## src/sv/rcg_pkg.sv

```systemverilog
`timescale 1ns / 1ps
// Shared constants for the reference-counted module clock gate.
// Depends on nothing; used by every module of the block.
package rcg_pkg;

  localparam int NUM_REGS_DEF     = 5;
  localparam int BITS_PER_REG_DEF = 32;

  localparam int STOP_W  = 32;
  localparam int BIT_W   = 5;
  localparam int OP_W    = 2;
  localparam int ST_W    = 2;
  localparam int CNT_W   = 8;
  localparam int ID_W    = 16;
  localparam int QDEPTH  = 2;

  localparam logic [OP_W-1:0] OP_QUERY   = 2'd0;
  localparam logic [OP_W-1:0] OP_ENABLE  = 2'd1;
  localparam logic [OP_W-1:0] OP_DISABLE = 2'd2;

  localparam logic [ST_W-1:0] ST_OK        = 2'd0;
  localparam logic [ST_W-1:0] ST_BAD_ID    = 2'd1;
  localparam logic [ST_W-1:0] ST_BAD_STATE = 2'd2;

  localparam logic [STOP_W-1:0] WORD0_RESET = 32'hFFFF_FFF0;
  localparam logic [STOP_W-1:0] WORD_RESET  = 32'hFFFF_FFFF;

  localparam logic [CNT_W-1:0] CNT_MAX = 8'hFF;

endpackage

```

## src/sv/rcg_front.sv

```systemverilog
`timescale 1ns / 1ps
// Request front end: accepts a beat, checks the module id and packs a queue entry.
// Depends on rcg_pkg.
module rcg_front #(
  parameter int NUM_REGS     = rcg_pkg::NUM_REGS_DEF,
  parameter int BITS_PER_REG = rcg_pkg::BITS_PER_REG_DEF,
  parameter int ENTRY_W      = 16
) (
  input  logic                     start_i,
  input  logic                     full_i,
  input  logic                     clear_done_i,
  input  logic [rcg_pkg::OP_W-1:0] operation_i,
  input  logic [rcg_pkg::ID_W-1:0] id_i,
  output logic                     busy_o,
  output logic                     push_o,
  output logic [ENTRY_W-1:0]       entry_o
);
  import rcg_pkg::*;

  localparam int DEPTH = NUM_REGS * BITS_PER_REG;
  localparam int REG_W = (NUM_REGS > 1) ? $clog2(NUM_REGS) : 1;
  localparam int IDX_W = (DEPTH > 1) ? $clog2(DEPTH) : 1;

  logic [7:0]       reg_sel;
  logic [7:0]       bit_sel;
  logic             bad_id;
  logic [15:0]      flat_idx;
  logic [REG_W-1:0] reg_f;
  logic [BIT_W-1:0] bit_f;
  logic [IDX_W-1:0] idx_f;

  assign reg_sel  = id_i[15:8];
  assign bit_sel  = id_i[7:0];
  assign bad_id   = (reg_sel >= 8'(NUM_REGS)) || (bit_sel >= 8'(BITS_PER_REG));
  assign flat_idx = ({8'd0, reg_sel} * 16'(BITS_PER_REG)) + {8'd0, bit_sel};

  assign reg_f = bad_id ? '0 : REG_W'(reg_sel);
  assign bit_f = bad_id ? '0 : BIT_W'(bit_sel);
  assign idx_f = bad_id ? '0 : IDX_W'(flat_idx);

  assign busy_o  = full_i || !clear_done_i;
  assign push_o  = start_i && !busy_o;
  assign entry_o = {bad_id, operation_i, reg_f, bit_f, idx_f};

endmodule

```

## src/sv/rcg_queue.sv

```systemverilog
`timescale 1ns / 1ps
// Two-entry queue between the request front end and the execution back end.
// Depends on rcg_pkg for its depth.
module rcg_queue #(
  parameter int WIDTH = 16
) (
  input  logic             clk_i,
  input  logic             rst_ni,
  input  logic             push_i,
  input  logic [WIDTH-1:0] wdata_i,
  input  logic             pop_i,
  output logic [WIDTH-1:0] rdata_o,
  output logic             empty_o,
  output logic             full_o
);
  import rcg_pkg::*;

  logic [WIDTH-1:0] ent_q [QDEPTH];
  logic             wr_ptr_q, wr_ptr_d;
  logic             rd_ptr_q, rd_ptr_d;
  logic [1:0]       cnt_q, cnt_d;

  assign empty_o = (cnt_q == 2'd0);
  assign full_o  = (cnt_q == 2'(QDEPTH));
  assign rdata_o = ent_q[rd_ptr_q];

  always_comb begin
    wr_ptr_d = wr_ptr_q;
    rd_ptr_d = rd_ptr_q;
    cnt_d    = cnt_q;
    if (push_i) begin
      wr_ptr_d = !wr_ptr_q;
    end
    if (pop_i) begin
      rd_ptr_d = !rd_ptr_q;
    end
    if (push_i && !pop_i) begin
      cnt_d = cnt_q + 2'd1;
    end else if (pop_i && !push_i) begin
      cnt_d = cnt_q - 2'd1;
    end
  end

  always_ff @(posedge clk_i or negedge rst_ni) begin
    if (!rst_ni) begin
      wr_ptr_q <= 1'b0;
      rd_ptr_q <= 1'b0;
      cnt_q    <= 2'd0;
    end else begin
      wr_ptr_q <= wr_ptr_d;
      rd_ptr_q <= rd_ptr_d;
      cnt_q    <= cnt_d;
    end
  end

  always_ff @(posedge clk_i) begin
    if (push_i) begin
      ent_q[wr_ptr_q] <= wdata_i;
    end
  end

endmodule

```

## src/sv/rcg_back.sv

```systemverilog
`timescale 1ns / 1ps
// Execution back end: use-count memory, stop words and the result registers.
// Depends on rcg_pkg.
module rcg_back #(
  parameter int NUM_REGS     = rcg_pkg::NUM_REGS_DEF,
  parameter int BITS_PER_REG = rcg_pkg::BITS_PER_REG_DEF,
  parameter int ENTRY_W      = 16
) (
  input  logic                       clk_i,
  input  logic                       rst_ni,
  input  logic                       empty_i,
  input  logic [ENTRY_W-1:0]         entry_i,
  output logic                       pop_o,
  output logic                       clear_done_o,
  output logic                       done_o,
  output logic [rcg_pkg::ST_W-1:0]   status_o,
  output logic [rcg_pkg::CNT_W-1:0]  use_count_o,
  output logic                       stopped_o,
  output logic [rcg_pkg::STOP_W-1:0] stop_word_o
);
  import rcg_pkg::*;

  localparam int DEPTH = NUM_REGS * BITS_PER_REG;
  localparam int REG_W = (NUM_REGS > 1) ? $clog2(NUM_REGS) : 1;
  localparam int IDX_W = (DEPTH > 1) ? $clog2(DEPTH) : 1;

  localparam logic [1:0] S_CLEAR = 2'd0;
  localparam logic [1:0] S_IDLE  = 2'd1;
  localparam logic [1:0] S_EXEC  = 2'd2;

  logic [1:0]         state_q, state_d;
  logic [IDX_W-1:0]   clr_q, clr_d;
  logic [ENTRY_W-1:0] ent_q, ent_d;
  logic [CNT_W-1:0]   mem [DEPTH];
  logic [CNT_W-1:0]   rdata_q;
  logic               mem_we, mem_re;
  logic [IDX_W-1:0]   mem_waddr;
  logic [CNT_W-1:0]   mem_wdata;
  logic [STOP_W-1:0]  stop_q [NUM_REGS];
  logic               stop_we;

  logic               e_bad;
  logic [OP_W-1:0]    e_op;
  logic [REG_W-1:0]   e_reg;
  logic [BIT_W-1:0]   e_bit;
  logic [IDX_W-1:0]   e_idx;
  logic [IDX_W-1:0]   in_idx;
  logic [STOP_W-1:0]  mask;
  logic [STOP_W-1:0]  word_cur, word_new;
  logic [CNT_W-1:0]   cnt_new;
  logic [ST_W-1:0]    st_new;
  logic               upd;

  logic               done_d;
  logic [ST_W-1:0]    status_d;
  logic [CNT_W-1:0]   use_count_d;
  logic               stopped_d;
  logic [STOP_W-1:0]  stop_word_d;

  assign {e_bad, e_op, e_reg, e_bit, e_idx} = ent_q;
  assign in_idx       = entry_i[IDX_W-1:0];
  assign clear_done_o = (state_q != S_CLEAR);
  assign mask         = STOP_W'(1) << e_bit;
  assign word_cur     = stop_q[e_reg];

  always_comb begin
    cnt_new  = rdata_q;
    word_new = word_cur;
    st_new   = ST_OK;
    upd      = 1'b0;
    if (e_op == OP_ENABLE) begin
      if (rdata_q == CNT_MAX) begin
        st_new = ST_BAD_STATE;
      end else begin
        upd     = 1'b1;
        cnt_new = rdata_q + CNT_W'(1);
        if (rdata_q == '0) begin
          word_new = word_cur & ~mask;
        end
      end
    end else if (e_op == OP_DISABLE) begin
      if (rdata_q == '0) begin
        st_new = ST_BAD_STATE;
      end else begin
        upd     = 1'b1;
        cnt_new = rdata_q - CNT_W'(1);
        if (rdata_q == CNT_W'(1)) begin
          word_new = word_cur | mask;
        end
      end
    end
  end

  always_comb begin
    state_d     = state_q;
    clr_d       = clr_q;
    ent_d       = ent_q;
    pop_o       = 1'b0;
    mem_we      = 1'b0;
    mem_re      = 1'b0;
    mem_waddr   = e_idx;
    mem_wdata   = cnt_new;
    stop_we     = 1'b0;
    done_d      = 1'b0;
    status_d    = status_o;
    use_count_d = use_count_o;
    stopped_d   = stopped_o;
    stop_word_d = stop_word_o;
    case (state_q)
      S_CLEAR: begin
        mem_we    = 1'b1;
        mem_waddr = clr_q;
        mem_wdata = '0;
        if (clr_q == IDX_W'(DEPTH - 1)) begin
          state_d = S_IDLE;
        end else begin
          clr_d = clr_q + IDX_W'(1);
        end
      end
      S_IDLE: begin
        if (!empty_i) begin
          pop_o   = 1'b1;
          mem_re  = 1'b1;
          ent_d   = entry_i;
          state_d = S_EXEC;
        end
      end
      S_EXEC: begin
        done_d  = 1'b1;
        state_d = S_IDLE;
        if (e_bad) begin
          status_d    = ST_BAD_ID;
          use_count_d = '0;
          stopped_d   = 1'b0;
          stop_word_d = '0;
        end else begin
          mem_we      = upd;
          stop_we     = upd;
          status_d    = st_new;
          use_count_d = cnt_new;
          stopped_d   = |(word_new & mask);
          stop_word_d = word_new;
        end
      end
      default: begin
        state_d = S_IDLE;
      end
    endcase
  end

  always_ff @(posedge clk_i) begin
    if (mem_we) begin
      mem[mem_waddr] <= mem_wdata;
    end
    if (mem_re) begin
      rdata_q <= mem[in_idx];
    end
  end

  always_ff @(posedge clk_i or negedge rst_ni) begin
    if (!rst_ni) begin
      state_q <= S_CLEAR;
      clr_q   <= '0;
      done_o  <= 1'b0;
      for (int i = 0; i < NUM_REGS; i++) begin
        stop_q[i] <= (i == 0) ? WORD0_RESET : WORD_RESET;
      end
    end else begin
      state_q <= state_d;
      clr_q   <= clr_d;
      done_o  <= done_d;
      if (stop_we) begin
        stop_q[e_reg] <= word_new;
      end
    end
  end

  always_ff @(posedge clk_i) begin
    ent_q       <= ent_d;
    status_o    <= status_d;
    use_count_o <= use_count_d;
    stopped_o   <= stopped_d;
    stop_word_o <= stop_word_d;
  end

endmodule

```

## src/sv/refcounted_module_clock_gate.sv

```systemverilog
`timescale 1ns / 1ps
// Top level of the reference-counted module clock gate.
// Depends on rcg_pkg, rcg_front, rcg_queue and rcg_back.
//
// A request beat is taken when start is high and busy is low. Every request
// yields exactly one result, shown for one cycle with done_o high; the receiver
// cannot stall it. A taken request is written into the queue; the back end then
// pops it and reads the use count of its slot, then updates the memory and
// registers the result. Requests still queued ahead of it delay its result.
// The back end handles one request at a time, reading the use-count memory in
// its idle state and writing it back in its execute state, and a two-entry
// queue lets a request be taken while an earlier one executes. After reset the
// block stays busy while it clears all NUM_REGS * BITS_PER_REG (160 by default)
// entries of the use-count memory.
module refcounted_module_clock_gate #(
  parameter int NUM_REGS     = rcg_pkg::NUM_REGS_DEF,
  parameter int BITS_PER_REG = rcg_pkg::BITS_PER_REG_DEF
) (
  input  logic                       clk_i,
  input  logic                       rst_ni,
  input  logic                       start,
  output logic                       busy,
  input  logic [rcg_pkg::OP_W-1:0]   operation_i,
  input  logic [rcg_pkg::ID_W-1:0]   id_i,
  output logic                       done_o,
  output logic [rcg_pkg::ST_W-1:0]   status_o,
  output logic [rcg_pkg::CNT_W-1:0]  use_count_o,
  output logic                       stopped_o,
  output logic [rcg_pkg::STOP_W-1:0] stop_word_o
);
  import rcg_pkg::*;

  localparam int DEPTH   = NUM_REGS * BITS_PER_REG;
  localparam int REG_W   = (NUM_REGS > 1) ? $clog2(NUM_REGS) : 1;
  localparam int IDX_W   = (DEPTH > 1) ? $clog2(DEPTH) : 1;
  localparam int ENTRY_W = 1 + OP_W + REG_W + BIT_W + IDX_W;

  logic               push, pop, full, empty, clear_done;
  logic [ENTRY_W-1:0] push_entry, head_entry;

  rcg_front #(
    .NUM_REGS     (NUM_REGS),
    .BITS_PER_REG (BITS_PER_REG),
    .ENTRY_W      (ENTRY_W)
  ) u_front (
    .start_i      (start),
    .full_i       (full),
    .clear_done_i (clear_done),
    .operation_i  (operation_i),
    .id_i         (id_i),
    .busy_o       (busy),
    .push_o       (push),
    .entry_o      (push_entry)
  );

  rcg_queue #(
    .WIDTH (ENTRY_W)
  ) u_queue (
    .clk_i   (clk_i),
    .rst_ni  (rst_ni),
    .push_i  (push),
    .wdata_i (push_entry),
    .pop_i   (pop),
    .rdata_o (head_entry),
    .empty_o (empty),
    .full_o  (full)
  );

  rcg_back #(
    .NUM_REGS     (NUM_REGS),
    .BITS_PER_REG (BITS_PER_REG),
    .ENTRY_W      (ENTRY_W)
  ) u_back (
    .clk_i        (clk_i),
    .rst_ni       (rst_ni),
    .empty_i      (empty),
    .entry_i      (head_entry),
    .pop_o        (pop),
    .clear_done_o (clear_done),
    .done_o       (done_o),
    .status_o     (status_o),
    .use_count_o  (use_count_o),
    .stopped_o    (stopped_o),
    .stop_word_o  (stop_word_o)
  );

endmodule

```

## config.mk

```make
export PLATFORM = sky130hd
export DESIGN_NAME = refcounted_module_clock_gate
export DESIGN_NICKNAME = d
export VERILOG_FILES = /design/src/sv/rcg_pkg.sv /design/src/sv/rcg_front.sv /design/src/sv/rcg_queue.sv /design/src/sv/rcg_back.sv /design/src/sv/refcounted_module_clock_gate.sv
export SDC_FILE = /design/constraint.sdc
export NUM_CORES = 2
export LEC_CHECK = 0
export ABC_CLOCK_PERIOD_IN_PS = 6400
export BUFFER_PORTS_ARGS = -buffer_cell sky130_fd_sc_hd__buf_4
export CORE_MARGIN = 2
export CORE_UTILIZATION = 35
export DETAILED_ROUTE_END_ITERATION = 8
export GPL_TIMING_DRIVEN = 1
export PLACE_DENSITY_LB_ADDON = 0.2
export SYNTH_ARGS = -nofsm -noshare
export SYNTH_HDL_FRONTEND = slang
export SYNTH_SLANG_ARGS = --single-unit
export TNS_END_PERCENT = 10
```

## constraint.sdc

```tcl
create_clock -name clk_i -period 6.4 [get_ports clk_i]
set_input_delay 0.32 -clock clk_i [delete_from_list [all_inputs] [get_ports clk_i]]
set_output_delay 0.32 -clock clk_i [all_outputs]
set_load 0.03 [all_outputs]
```

Yosys cells after proc, flatten, opt, wreduce, memory -nomap -nowiden

Memories as Yosys holds them, arrays and structs flattened. A register that Yosys moved wholly into a read port is not among the register bits.
Index checks and enable logic that the tools add are counted.

Memories: 2
Output and inout port bits: 45
RAM bits: 1,318
Logic and storage cells: 111
Input bits: 21
Bits in registers: 237

Memories:

| name          | words | bits a word | rd ports | clocked after Yosys merged registers in | wr ports | RTL line        | source |
|---|---|---|---|---|---|---|---|
| u_back.mem    | 160   | 8           | 1        | 1                                       | 1        | rcg_back.sv:34  | `logic [CNT_W-1:0] mem [DEPTH];` |
| u_queue.ent_q | 2     | 19          | 1        | 0                                       | 1        | rcg_queue.sv:18 | `logic [WIDTH-1:0] ent_q [QDEPTH];` |

Magnitude comparators: 4
Reduce and logical (&&, ||, !) cells: 21
Muxes and demuxes: 44
Shifts and indexed selects: 1
Add/subtract/negate cells: 6
Bitwise logic cells: 7
Equal/unequal tests: 10

Operators by type and width:

| operator                                                                            | count |
|---|---|
| 32-bit 2-to-1 mux                                                                   | 9 |
| 160-bit bitwise mux                                                                 | 1 |
| 32-bit binary-select mux with 3-bit select                                          | 1 |
| 32-bit demux with 3-bit select                                                      | 1 |
| 32-bit bitwise AND                                                                  | 2 |
| 8-bit 2-to-1 mux                                                                    | 7 |
| 32-bit inverter                                                                     | 1 |
| 32-bit bitwise OR                                                                   | 1 |
| 32-bit OR reduction                                                                 | 1 |
| 1-bit by 5-bit left shift with 32-bit output, first input constant                  | 1 |
| 8-bit by 1-bit adder with 8-bit output, second input constant                       | 2 |
| 8-bit == test, second input constant                                                | 2 |
| 2-bit 2-to-1 mux                                                                    | 8 |
| 1-bit 2-to-1 mux                                                                    | 13 |
| 8-bit adder                                                                         | 1 |
| 8-bit by 1-bit == test with 1-bit output, second input constant                     | 1 |
| 8-bit by 3-bit greater-or-equal comparator with 1-bit output, second input constant | 1 |
| 8-bit by 6-bit greater-or-equal comparator with 1-bit output, second input constant | 1 |
| 8-bit logical NOT                                                                   | 1 |
| 8-bit by 1-bit subtractor with 8-bit output, second input constant                  | 1 |
| 2-bit == test, second input constant                                                | 3 |
| 1-bit logical NOT                                                                   | 6 |
| 2-bit AND reduction                                                                 | 3 |
| 5-bit 2-to-1 mux                                                                    | 1 |
| other kinds (16)                                                                    | 24 |

Logic depth before layout (Yosys ltp)

Word-level depth: 11
Mapped depth: 12
Depth with buffers taken out: 9

Hierarchy

From an unflattened synthesis, not the netlist that was laid out.

Cells, all modules: 3,337
Area total of the unflattened synthesis: 63,027.9 um^2

By module, submodules not included:

| module    | area each (um^2) | instances | seq. area each (um^2) | cells an instance |
|---|---|---|---|---|
| rcg_back  | 61,032.3         | 1         | 45,013.2              | 3,225 |
| rcg_queue | 1,637.8          | 1         | 1,241.2               | 75 |
| rcg_front | 357.8            | 1         | 0.0                   | 37 |

Worst setup path after synthesis

OpenSTA, ideal clock, no wires.

Kind: reg-to-reg
From: register u_back.ent_q[16]
To: memory u_back.mem[0][7], data pin
Data required time: 5.456 ns
Data arrival time: 5.329 ns
Path slack: 0.127 ns
Period minus slack after synthesis: 6.273 ns
Setup time: 0.944 ns
Stages on the path, launching flop included: 8
Buffers on the path: 0
Cell sequence: edfxtp_1 nor2b_1 nor4b_1 and3b_1 a21oi_1 nor2_1 a21oi_1 nor2_1

Word-level cells in the longest chain between the ends: 4
Elaborated cells between the ends (all ways): 5
Classes of those cells: eq/ne: 2; mux: 3

RTL lines:

| element                 | RTL line        | source |
|---|---|---|
| start, declared         | rcg_back.sv:33  | `logic [ENTRY_W-1:0] ent_q, ent_d;` |
| start signal, assigned  | rcg_back.sv:179 | `ent_q <= ent_d;` |
| 2-bit == test           | rcg_back.sv:81  | `end else if (e_op == OP_DISABLE) begin` |
| 8-bit 2-to-1 mux        | rcg_back.sv:81  |  |
| 8-bit 2-to-1 mux *      | rcg_back.sv:71  | `if (e_op == OP_ENABLE) begin` |
| 8-bit 2-to-1 mux *      | rcg_back.sv:109 | `case (state_q)` |
| via u_back.mem_wdata[7] | rcg_back.sv:38  | `logic [CNT_W-1:0] mem_wdata;` |
| end, declared           | rcg_back.sv:34  |  |

Mark *: on every way through the listed nets, which the timed path passes. The rest lies on a longest branch.

Worst setup path in the final report

From: register u_queue.rd_ptr_q
To: register u_back.rdata_q[3], read port of u_back.mem, data pin

Word-level cells in the longest chain between the ends: 1

RTL lines:

| element                | RTL line        | source |
|---|---|---|
| start, declared        | rcg_queue.sv:20 | `logic rd_ptr_q, rd_ptr_d;` |
| start signal, assigned | rcg_queue.sv:51 | `rd_ptr_q <= rd_ptr_d;` |
| memory read 2 x 19 bit | -               |  |
| end, declared          | rcg_back.sv:35  | `logic [CNT_W-1:0] rdata_q;` |

Every way passes these cells.
A chain may end at the register's enable or synchronous reset.

==> results.yml <==
critical_path:
  cp_max_fo: 124
  cpMostUsedCell: "buf_4"
  cp.arrival_ns: 5.78
  crit_buf_inv: 4
  cp_top_family: "buffers and inverters"
  crit_path_cell_trace: "buf_4, mux2i_4, inv_16, buf_4, buf_4, mux2i_1, o221ai_1, nor2_1, nor4_1, nand4_1, o32ai_1"
  slowest_delay_ns: 0.82
  critPathKind: "flop to flop"
  crit_path_end_kind: "flop"
  cp_slowest_cell: "nor4_1"
  start_kind: "flop"
  required_ns: 6.92
power:
  power_density_nw_per_um2: 281
  vdd_ir_drop_max_mv: 0.231
  power_leakage_uw: 0.0235
floorplanning:
  die_h_microns: 432
  initial_core_util_pct: 35.3
  io_pins: 66
  die_x_microns: 432
  fp-row-count: 156
  coreArea_sq_um: 181000
  dieArea_sq_um: 186000
timing:
  drv_slew: 56
  min_period_ns: 5.26
  finalSetupViolations: 0
  rsz0062_at_grt: "no"
  hold_slack_ns: 0.0632
  fin_skew_ns: 0.0347
  slew_headroom_pct: -3.01
  fin_setup_tns_ns: 0
  finalHoldViolCount: 0
  period_share_pct: 82.2
  max_freq_ghz: 0.190
  tightest_slew_ns: 1.55
finish:
  ff_latch_area_sq_um: 45800
  final_core_util_pct: 40.0
  nFillCells: 16900
  fin_nets: 4830
  syn_to_final_growth_pct: 13.4
  drive_gt1_share_pct: 12.8
  multi_input_area_sq_um: 16900
clocking:
  cts_setup_buffers: 0
  insertion_delay_ns: 0.82
  cts.sinks: 1548
  clock_tree.root_cell: "clkbuf_16"
  cts_made_buffers: 167
  cts_tree: "done"
  htree_levels: 4
  cts.clk_slew.worst_paths_ns: 0.06
  clk_path_buf_depth: 3
yosys:
  synth_seq_cells: 1548
  synth_most_common_cell: "edfxtp_1"
  synth_edf_count: 1373
  ys_seq_area_share_pct: 71.6
  yosys-top-cells-count: "edfxtp_1 (1373), nand2_1 (930), mux2i_1 (355)"
  yosys.area.top_type: "edfxtp_1"
  ys_warn_count: 0
  synthArstFlopShare_pct: 11.3
  syn-num-nets: 4792
  synth_top_area_share_pct: 64.4
  netlist_area_sq_um: 64000
  syn_area_per_cell_sq_um: 13.4
  syn_inst: 4764
  synth_cell_type_count: 76
  synth_flop_cell: "edfxtp_1"
  synthTopCellsByArea: "edfxtp_1 (64%), dfstp_2 (6.4%), mux2i_1 (5.6%), nand2_1 (5.5%), nand3_1 (2.7%)"
drt:
  vias: 39900
  drtIter0Drc: 4029
  drt_drc_violations_left: 0
  via_per_inst: 5.47
  drt-total-wl_mm: 192
  wl_per_cell_microns: 26.3
  firstDrtPassIters: 5
  antenna_left: 0
status:
  outcome: "finished, violations left"
  violations: "max-slew violations"
global_routing:
  grt_use_total_pct: 20.2
  grt_pass1_vias: 38700
  gr-total-overflow: 0
  grt_start_max_net_pins: 162
  antenna_found_initial: 7
  grt_pass1_wl_mm: 277
place:
  place_congestion: 0.892
  hpwlAfterDp_mm: 115
  port_buffers: 65
min_path:
  hold_class: "input port to flop"
run:
  cap_violations: 0
## layout make-up
class                           count  area share (%)
Inverter                           25           0.164
Sequential cell                  1548            63.1
Tap cell                         2370            4.08
Multi-Input combinational cell   2890            23.2
Timing Repair Buffer              170            2.11
Antenna cell                        3          0.0103
Clock buffer                      217            6.24
Clock inverter                     82            1.10
## registers in the layout (all words and copies together) (netlist names)
| register | cells |
|---|---|
| u_back.mem | 1280 |
| u_back.stop_q | 160 |
| u_back.stop_word_o | 32 |
| u_queue.ent_q | 28 |
| u_back.ent_q | 14 |
| u_back.clr_q | 8 |
| u_back.rdata_q | 8 |
| u_back.use_count_o | 8 |
| u_back.state_q | 2 |
| u_back.status_o | 2 |
| u_queue.cnt_q | 2 |
| u_back.done_o | 1 |
| u_back.stopped_o | 1 |
| u_queue.rd_ptr_q | 1 |
| u_queue.wr_ptr_q | 1 |
## metrics by stage
step	total power [uW]	worst slack, ns	cells	instance area [sq um]
finish	20400	1.14	7305	72600
detailed placement	11100	1.32	6990	67200
global route	20900	0.974	7303	72600
floorplan	11100	0.127	4764	64000
CTS	20500	1.25	7302	72600
global placement	11100	1.21	6989	67100
## cell families (layout without fill, tap and decap cells)
logic type / Yosys count / after routing / synth area share, %
compound gates: 768 / 768 / 7.72
other cells: 0 / 3 / 0
flops: 1548 / 1548 / 71.6
xor+xnor: 15 / 15 / 0.205
fa+ha+maj: 7 / 7 / 0.149
simple gates: 1704 / 1704 / 11.4
mux: 396 / 396 / 6.63
buf+inv: 326 / 494 / 2.36
## worst min-delay path: stages
cell and delay (ns):
buf_4 0.09, xor2_1 0.07, xnor2_1 0.16, nor2_1 0.06
## per-layer routing
metal	vias to the layer above	wire [microns]	global-route usage, %
met2	1302	90100	32.3
met5	-	0	0
li1	18000	-	-
met4	0	6400	7.25
met1	20400	83700	28.0
met3	294	11500	3.31
## cells in the final DEF, fill, tap and decap left out, types with 20 or more instances in the layout
cell / netlist / layout
clkbuf_16: 0 / 171
nor2_1: 261 / 252
nand2_1: 930 / 929
a211oi_1: 50 / 50
clkbuf_1: 162 / 38
o21ai_0: 261 / 260
o22ai_1: 43 / 43
a21oi_1: 147 / 146
mux2i_1: 355 / 352
clkinv_1: 0 / 27
nor3_1: 22 / 21
a311oi_1: 28 / 28
edfxtp_1: 1373 / 1373
and3_1: 30 / 30
buf_4: 29 / 138
inv_1: 22 / 20
dfstp_2: 156 / 156
nand4_1: 22 / 22
nand3_1: 349 / 345
o221ai_1: 119 / 119
clkinv_2: 0 / 27
## report_power, final
group	total, uW	leakage, uW	internal, uW	switching [uW]
sequential	10900	0.0114	10900	0
clock	9480	0.00261	5420	4060
combinational	43.8	0.00944	15.6	28.2
## repair_timing
item                      4_1_cts  5_1_grt
hold buffers                   13        0
hold endpoints to repair       42        0
gates resized for setup         0        0
## final timing paths
| kind | cells after the start | endpoint | slack [ns] | start |
|---|---|---|---|---|
| setup / recovery | 11 | u_back.rdata_q[3]$_DFFE_PP_ | 1.14 | u_queue.rd_ptr_q$_DFFE_PN0P_ |
| hold / removal | 4 | u_queue.ent_q[0][7]$_DFFE_PP_ | 0.06 | id_i[7] |
| setup reg to reg | 11 | u_back.rdata_q[3]$_DFFE_PP_ | 1.14 | u_queue.rd_ptr_q$_DFFE_PN0P_ |
| hold reg to reg | 2 | u_back.stop_q[137]$_DFFE_PN1P_ | 0.48 | u_back.stop_q[137]$_DFFE_PN1P_ |
| max in group asynchronous | 3 | u_back.stop_q[131]$_DFFE_PN0P_ | 4.68 | rst_ni |
| min in group asynchronous | 2 | u_back.stop_q[130]$_DFFE_PN0P_ | 0.17 | rst_ni |
No activity file was read; power rests on OpenSTA's default activity.
